===== src/sv/hrgba_pkg.sv =====
package hrgba_pkg;

  localparam int unsigned HalfW   = 16;
  localparam int unsigned UnormW  = 8;
  localparam int unsigned FracBits = 26;
  localparam int unsigned FixW    = FracBits + 1;   // clamped value, [0, 1.0]
  localparam int unsigned MagW    = FracBits + 3;   // magnitude, up to 4.0
  localparam int unsigned SgnW    = MagW + 2;       // signed, with remap headroom
  localparam int unsigned ProdW   = FracBits + UnormW;

  localparam logic [4:0]  ExpMax    = 5'h1F;
  localparam logic [4:0]  ExpSatMin = 5'd17;
  localparam logic [9:0]  ManMask   = 10'h3FF;
  localparam logic [MagW-1:0] SatFix = MagW'(1) << (FracBits + 2);
  localparam logic signed [SgnW-1:0] OneSgn = SgnW'(1) << FracBits;
  localparam logic [FixW-1:0] OneFix = FixW'(1) << FracBits;
  localparam logic [ProdW-1:0] HalfFix = ProdW'(1) << (FracBits - 1);
  localparam logic [UnormW-1:0] UnormMax = 8'd255;

  typedef struct packed {
    logic background;
    logic last;
  } ctrl_t;

endpackage


===== src/sv/half_rgba_to_unorm8_pixel_core.sv =====
// Half-float RGBA to 8-bit unorm pixel converter. Accepts one pixel per clock
// while not stalled by back-pressure: four lanes decode, optionally remap and
// clamp each channel into a stage register, then scale by 255 with rounding
// into the output register, where the background and alpha rules are applied.
// A pixel whose red, green and blue words are all zero is background and
// converts all four channels as they are; any other pixel has alpha forced
// to 255 and, when remap_signed is set, colors mapped from [-1,1] to [0,1].
// NaN gives 0, infinities saturate. Back-pressure on the output holds the
// output register; a new pixel is still taken while a result waits, as long
// as the stage register is free. Write remap_signed only while idle.
module half_rgba_to_unorm8_pixel_core (
  input  logic                          clk_i,
  input  logic                          rst_ni,
  input  logic                          cfg_valid_i,
  output logic                          cfg_ready_o,
  input  logic                          remap_signed_i,
  input  logic                          in_valid_i,
  output logic                          in_ready_o,
  input  logic [hrgba_pkg::HalfW-1:0]   red_half_i,
  input  logic [hrgba_pkg::HalfW-1:0]   green_half_i,
  input  logic [hrgba_pkg::HalfW-1:0]   blue_half_i,
  input  logic [hrgba_pkg::HalfW-1:0]   alpha_half_i,
  input  logic                          last_pixel_i,
  output logic                          out_valid_o,
  input  logic                          out_ready_i,
  output logic [hrgba_pkg::UnormW-1:0]  red_out_o,
  output logic [hrgba_pkg::UnormW-1:0]  green_out_o,
  output logic [hrgba_pkg::UnormW-1:0]  blue_out_o,
  output logic [hrgba_pkg::UnormW-1:0]  alpha_out_o,
  output logic                          last_out_o
);

  logic                          remap_q;
  logic                          s1_valid_d, s1_valid_q;
  logic                          merge_ready;
  logic                          advance;
  logic                          background;
  logic                          color_remap;
  hrgba_pkg::ctrl_t              ctrl_d, ctrl_q;
  logic [hrgba_pkg::UnormW-1:0]  red_code, green_code, blue_code, alpha_code;

  assign cfg_ready_o = 1'b1;

  always_ff @(posedge clk_i or negedge rst_ni) begin
    if (!rst_ni) begin
      remap_q <= 1'b0;
    end else if (cfg_valid_i && cfg_ready_o) begin
      remap_q <= remap_signed_i;
    end
  end

  assign background  = (red_half_i == '0) && (green_half_i == '0) && (blue_half_i == '0);
  assign color_remap = remap_q && !background;
  assign advance     = !s1_valid_q || merge_ready;
  assign in_ready_o  = advance;

  always_comb begin
    ctrl_d.background = background;
    ctrl_d.last       = last_pixel_i;
    s1_valid_d        = s1_valid_q;
    if (advance) begin
      s1_valid_d = in_valid_i;
    end
  end

  always_ff @(posedge clk_i or negedge rst_ni) begin
    if (!rst_ni) begin
      s1_valid_q <= 1'b0;
    end else begin
      s1_valid_q <= s1_valid_d;
    end
  end

  always_ff @(posedge clk_i) begin
    if (advance) begin
      ctrl_q <= ctrl_d;
    end
  end

  hrgba_lane u_lane_red (
    .clk_i   (clk_i),
    .en_i    (advance),
    .half_i  (red_half_i),
    .remap_i (color_remap),
    .code_o  (red_code)
  );

  hrgba_lane u_lane_green (
    .clk_i   (clk_i),
    .en_i    (advance),
    .half_i  (green_half_i),
    .remap_i (color_remap),
    .code_o  (green_code)
  );

  hrgba_lane u_lane_blue (
    .clk_i   (clk_i),
    .en_i    (advance),
    .half_i  (blue_half_i),
    .remap_i (color_remap),
    .code_o  (blue_code)
  );

  hrgba_lane u_lane_alpha (
    .clk_i   (clk_i),
    .en_i    (advance),
    .half_i  (alpha_half_i),
    .remap_i (1'b0),
    .code_o  (alpha_code)
  );

  hrgba_merge u_merge (
    .clk_i        (clk_i),
    .rst_ni       (rst_ni),
    .load_i       (s1_valid_q),
    .red_code_i   (red_code),
    .green_code_i (green_code),
    .blue_code_i  (blue_code),
    .alpha_code_i (alpha_code),
    .ctrl_i       (ctrl_q),
    .ready_o      (merge_ready),
    .out_valid_o  (out_valid_o),
    .out_ready_i  (out_ready_i),
    .red_out_o    (red_out_o),
    .green_out_o  (green_out_o),
    .blue_out_o   (blue_out_o),
    .alpha_out_o  (alpha_out_o),
    .last_out_o   (last_out_o)
  );

endmodule


===== src/sv/hrgba_lane.sv =====
module hrgba_lane (
  input  logic                               clk_i,
  input  logic                               en_i,
  input  logic [hrgba_pkg::HalfW-1:0]        half_i,
  input  logic                               remap_i,
  output logic [hrgba_pkg::UnormW-1:0]       code_o
);

  logic [4:0]                            ex;
  logic [9:0]                            man;
  logic                                  is_nan;
  logic [hrgba_pkg::MagW-1:0]            mag;
  logic signed [hrgba_pkg::SgnW-1:0]     sv;
  logic signed [hrgba_pkg::SgnW-1:0]     rv;
  logic [hrgba_pkg::FixW-1:0]            v_d, v_q;
  logic [hrgba_pkg::ProdW-1:0]           prod;

  always_comb begin
    ex     = half_i[14:10];
    man    = half_i[9:0] & hrgba_pkg::ManMask;
    is_nan = (ex == hrgba_pkg::ExpMax) && (man != '0);
    if (ex == hrgba_pkg::ExpMax || ex >= hrgba_pkg::ExpSatMin) begin
      mag = hrgba_pkg::SatFix;
    end else if (ex == '0) begin
      mag = hrgba_pkg::MagW'({man, 2'b00});
    end else begin
      mag = hrgba_pkg::MagW'({1'b1, man}) << (ex + 5'd1);
    end
    if (is_nan) begin
      sv = '0;
    end else if (half_i[15]) begin
      sv = -$signed({2'b00, mag});
    end else begin
      sv = $signed({2'b00, mag});
    end
    // NaN stays 0 even when remapped
    if (remap_i && !is_nan) begin
      rv = (sv + hrgba_pkg::OneSgn) >>> 1;
    end else begin
      rv = sv;
    end
    if (rv < 0) begin
      v_d = '0;
    end else if (rv > $signed({4'b0000, hrgba_pkg::OneFix})) begin
      v_d = hrgba_pkg::OneFix;
    end else begin
      v_d = rv[hrgba_pkg::FixW-1:0];
    end
  end

  always_ff @(posedge clk_i) begin
    if (en_i) begin
      v_q <= v_d;
    end
  end

  assign prod = hrgba_pkg::ProdW'(v_q) * hrgba_pkg::ProdW'(hrgba_pkg::UnormMax)
              + hrgba_pkg::HalfFix;
  assign code_o = prod[hrgba_pkg::ProdW-1:hrgba_pkg::FracBits];

endmodule


===== src/sv/hrgba_merge.sv =====
module hrgba_merge (
  input  logic                          clk_i,
  input  logic                          rst_ni,
  input  logic                          load_i,
  input  logic [hrgba_pkg::UnormW-1:0]  red_code_i,
  input  logic [hrgba_pkg::UnormW-1:0]  green_code_i,
  input  logic [hrgba_pkg::UnormW-1:0]  blue_code_i,
  input  logic [hrgba_pkg::UnormW-1:0]  alpha_code_i,
  input  hrgba_pkg::ctrl_t              ctrl_i,
  output logic                          ready_o,
  output logic                          out_valid_o,
  input  logic                          out_ready_i,
  output logic [hrgba_pkg::UnormW-1:0]  red_out_o,
  output logic [hrgba_pkg::UnormW-1:0]  green_out_o,
  output logic [hrgba_pkg::UnormW-1:0]  blue_out_o,
  output logic [hrgba_pkg::UnormW-1:0]  alpha_out_o,
  output logic                          last_out_o
);

  logic                          valid_d, valid_q;
  logic [hrgba_pkg::UnormW-1:0]  alpha_d;
  logic                          take;
  logic [hrgba_pkg::UnormW-1:0]  red_q, green_q, blue_q, alpha_q;
  logic                          last_q;

  assign ready_o = !valid_q || out_ready_i;
  assign take    = load_i && ready_o;
  assign alpha_d = ctrl_i.background ? alpha_code_i : hrgba_pkg::UnormMax;

  always_comb begin
    valid_d = valid_q;
    if (ready_o) begin
      valid_d = load_i;
    end
  end

  always_ff @(posedge clk_i or negedge rst_ni) begin
    if (!rst_ni) begin
      valid_q <= 1'b0;
    end else begin
      valid_q <= valid_d;
    end
  end

  always_ff @(posedge clk_i) begin
    if (take) begin
      red_q   <= red_code_i;
      green_q <= green_code_i;
      blue_q  <= blue_code_i;
      alpha_q <= alpha_d;
      last_q  <= ctrl_i.last;
    end
  end

  assign out_valid_o = valid_q;
  assign red_out_o   = red_q;
  assign green_out_o = green_q;
  assign blue_out_o  = blue_q;
  assign alpha_out_o = alpha_q;
  assign last_out_o  = last_q;

endmodule


===== config.mk =====
export PLATFORM = sky130hd
export DESIGN_NAME = half_rgba_to_unorm8_pixel_core
export DESIGN_NICKNAME = d
export VERILOG_FILES = /design/src/sv/hrgba_pkg.sv /design/src/sv/half_rgba_to_unorm8_pixel_core.sv /design/src/sv/hrgba_lane.sv /design/src/sv/hrgba_merge.sv
export SDC_FILE = /design/constraint.sdc
export NUM_CORES = 2
export LEC_CHECK = 0
export ABC_AREA = 1
export BUFFER_PORTS_ARGS = -buffer_cell sky130_fd_sc_hd__buf_2
export CAP_MARGIN = 20
export CORE_MARGIN = 3
export CORE_UTILIZATION = 60
export CTS_BUF_LIST = sky130_fd_sc_hd__clkbuf_2 sky130_fd_sc_hd__clkbuf_4 sky130_fd_sc_hd__clkbuf_8
export CTS_CLUSTER_DIAMETER = 200
export DETAILED_ROUTE_END_ITERATION = 10
export PLACE_DENSITY = 0.82
export SYNTH_ARGS = -nofsm -noshare
export SYNTH_HDL_FRONTEND = slang
export SYNTH_SLANG_ARGS = --single-unit

===== constraint.sdc =====
create_clock -name clk_i -period 6.46 [get_ports clk_i]
set_clock_uncertainty 0.2 [all_clocks]
set_input_delay 0.969 -clock clk_i [delete_from_list [all_inputs] [get_ports clk_i]]
set_output_delay 0.969 -clock clk_i [all_outputs]
set_load 0.1 [all_outputs]

==> reports/qor.yml <==
place.gp.congestion: 1.00
area_delta_synth_final_pct: 4.04
async_reset_ff_frac: 0.0205
postSynthCellCount: 4740
synth_nets: 5620
hold_path.class: "in2async"
switchingPower_mw: 11.0
yosys.area.top_type: "fa_1"
antenna_found_initial: 1
grt_usage: 0.291
clkSinkCount: 146
seqPwrFrac: 0.090
drt_pre_antenna_iters: 9
synth_edf_count: 143
drc: 0
power_leakage_nw: 20.1
critPathTopFamily: "adder cells"
use_met3: 0.0395
cp.required_ns: 6.56
synth_fa_ha_area_frac: 0.390
finalNonFillerCells: 5563
worstPathArrival_ns: 5.57
placed_area_mm2: 0.0366
cts_setup_buffers: 0
tightest_slew_ns: 0.863
period_minus_slack_ns: 5.47
synth-xor-area-share: 0.0128
clockBufferDepth: 2
setup_violations: 0
place_inst: 5530
p_per_area_mw_per_mm2: 503
clock_latency_ns: 0.52
status: "complete, no violations"
p_comb_frac: 0.868
maxCapViolCount: 0
die-width_um: 249
fmax_mhz: 183
cts_max_level: 4
numCtsBuffers: 17
cts-root-buf: "clkbuf_8"
totalWireLength_um: 89000
port_buffers: 105
num_io_pins: 107
core_mm2: 0.0581
grt_pass1_wl_um: 150000
netlist-cell-type-count: 71
die_area_mm2: 0.0622
synth_mux_area_frac: 0
cp_slowest_cell: "fa_1"
path_class: "reg2reg"
maxSlewHeadroom: 0.424
rsz0062_at_grt: "no"
critPathMaxStageDelay_ns: 0.70
total_power_mw: 18.6
clk_pin_slew_ns: 0.12
finalMaxSlewViolations: 0
p_sw_frac: 0.590
cts_resized: 0
synth_flop_cell: "edfxtp_1"
place_hpwl_um: 75600
end_kind: "register"
syn_area_per_cell_um2: 7.49
dr.first_iter.drc_count: 2603
grt_remaining_overflow: 0
die_h_um: 249
final_area_mm2: 0.0370
cts_tree: "done"
grtUsageMet1: 0.412
synth_area_mm2: 0.0355
grt_use_met2: 0.471
start_util: 0.611
clkPwrFrac: 0.042
final_antenna_net_count: 0
grt_pass1_vias: 30500
grt_max_degree: 58
dr_total_vias: 30700
vdd_drop_max_mv: 0.579
yosysSeqAreaShare: 0.123
wl_per_cell_um: 16.0
nets: 5664
fill_cells: 4973
crit_buf_inv: 3
hold_viol_final: 0
synth-compound-area-share: 0.0579
worst_path_most_repeated_cell: "fa_1"
synth_seq_cells: 146
synth.area.top_cells: "fa_1 28%, edfxtp_1 12%, nand2_1 11%"
cp.depth: 15
path_cells: "fa_1 > inv_1 > fa_1 > inv_1 > fa_1 > fa_1 > ha_1 > nand2_1 > nor2_1 > inv_1 > nor3_1 > or3b_2 > o31ai_1 > a21oi_1 > xor2_1"
timing.setup.tns_ns: 0
worst-path-max-fanout: 5
viasPerCell: 5.52
rr_worst_depth: 15
cp-start-kind: "register"
synth_top_family_by_area: "adder cells"
yosys.area_share.simple: 0.292
synth.yosys.warnings: 0
p_int_mw: 7.62
num_rows: 88
yosysTopAreaCellShare: 0.280
post-route-period-util: 0.847
holdBufCountCts: 0
grt_most_used_layer: "met2"
post_route_cells_drive_above_1_share: 0.0878
## worst paths after layout
kind                                      from                    end  slack (ns)
setup reg to reg           u_lane_blue.v_q[24]  u_merge.blue_out_o[5]        0.99
min in group clk_i                   ctrl_q[0]     u_merge.last_out_o        0.23
max in group asynchronous               rst_ni                remap_q        5.84
hold reg to reg                      ctrl_q[0]     u_merge.last_out_o        0.23
hold / removal                          rst_ni             s1_valid_q        0.06
setup / recovery           u_lane_blue.v_q[24]  u_merge.blue_out_o[5]        0.99
## state kept, by name, summed over array words and instances, names as in the netlist
name / count
u_merge.red_out_o: 8
u_lane_blue.v_q: 27
u_merge.alpha_out_o: 8
remap_q: 1
u_merge.last_out_o: 1
u_lane_green.v_q: 27
s1_valid_q: 1
u_merge.out_valid_o: 1
u_merge.green_out_o: 8
u_merge.blue_out_o: 8
u_lane_alpha.v_q: 27
u_lane_red.v_q: 27
ctrl_q: 2
## routing by layer
metal / share of wire / wire, um / vias to the layer above
li1: - / - / 14900
met1: 0.45 / 39700 / 14400
met2: 0.46 / 40500 / 1194
met3: 0.071 / 6280 / 166
met4: 0.028 / 2500 / 0
met5: 0 / 0 / -
## synth_stat cells, types with 4 or more instances
| master | number |
|---|---|
| nand2_1 | 1057 |
| inv_1 | 959 |
| fa_1 | 496 |
| nand3_1 | 475 |
| nor2_1 | 393 |
| ha_1 | 313 |
| edfxtp_1 | 143 |
| a21oi_1 | 129 |
| o21ai_0 | 92 |
| nand4_1 | 85 |
| nor2_2 | 73 |
| inv_2 | 52 |
| nand2_2 | 36 |
| xor2_1 | 34 |
| nor2_4 | 30 |
| nand3_2 | 29 |
| buf_2 | 27 |
| nor3_1 | 26 |
| nand3b_1 | 24 |
| o21ai_1 | 23 |
| buf_1 | 21 |
| a31oi_1 | 20 |
| buf_6 | 19 |
| clkbuf_1 | 15 |
| a21oi_2 | 12 |
| buf_4 | 12 |
| a21o_1 | 11 |
| o21a_1 | 10 |
| and2_1 | 9 |
| nand2_4 | 9 |
| xnor2_1 | 9 |
| o211ai_1 | 8 |
| o21bai_1 | 8 |
| a21boi_0 | 7 |
| nor4_1 | 6 |
| or2_2 | 6 |
| o22ai_1 | 5 |
| a211oi_1 | 4 |
| o31ai_1 | 4 |
## stage by stage
step                hold WS [ns]  utilization  setup slack, ns
finish                    0.0638        0.636            0.986
global route              0.0278        0.636            0.543
CTS                      0.00634        0.636             1.01
detailed placement         0.205        0.629            0.611
global placement           0.204        0.629            0.766
floorplan                  0.200            -            0.267
## power groups by stage
stage	registers (mW)	logic (mW)	clock network, mW
2_1_floorplan	2.37	11.6	0
3_3_place_gp	1.69	15.2	0
3_5_place_dp	1.70	15.8	0
4_1_cts	1.68	16.0	0.803
5_1_grt	1.71	18.4	0.833
6_report	1.68	16.1	0.781
## cell type report
type                       instances  area (um^2)  area share
sequential                       146         4370       0.118
tap                              765          957      0.0259
multi-input combinational       3485        26800       0.725
timing repair buffer             121          646      0.0175
clock inverter                    15          168     0.00454
clock buffer                      17          234     0.00633
inverter                        1013         3800       0.103
antenna                            1         2.50   0.0000677
## cell families after synthesis
kind of cell	after synthesis
xor gates and xnor gates	47
DFF	146
other	1
adders and majority gates	809
buffers and inverters	1109
AOI/OAI and AO/OA	354
and+or+nand+nor	2274
## placed cells by master, fill, tap and decap left out, drive strengths merged, types with 3 or more instances in the layout
master / instances
a211oi: 4
a21boi: 8
a21o: 11
a21oi: 141
a31oi: 20
and2: 10
buf: 121
clkbuf: 17
clkinv: 6
dfrtp: 3
edfxtp: 143
fa: 496
ha: 313
inv: 1020
nand2: 1103
nand3: 505
nand3b: 25
nand4: 86
nor2: 497
nor3: 29
nor4: 6
o211ai: 8
o21a: 10
o21ai: 118
o21bai: 8
o22ai: 5
o31ai: 4
or2: 9
xnor2: 10
xor2: 37
Power figures use the tool's default switching activity.
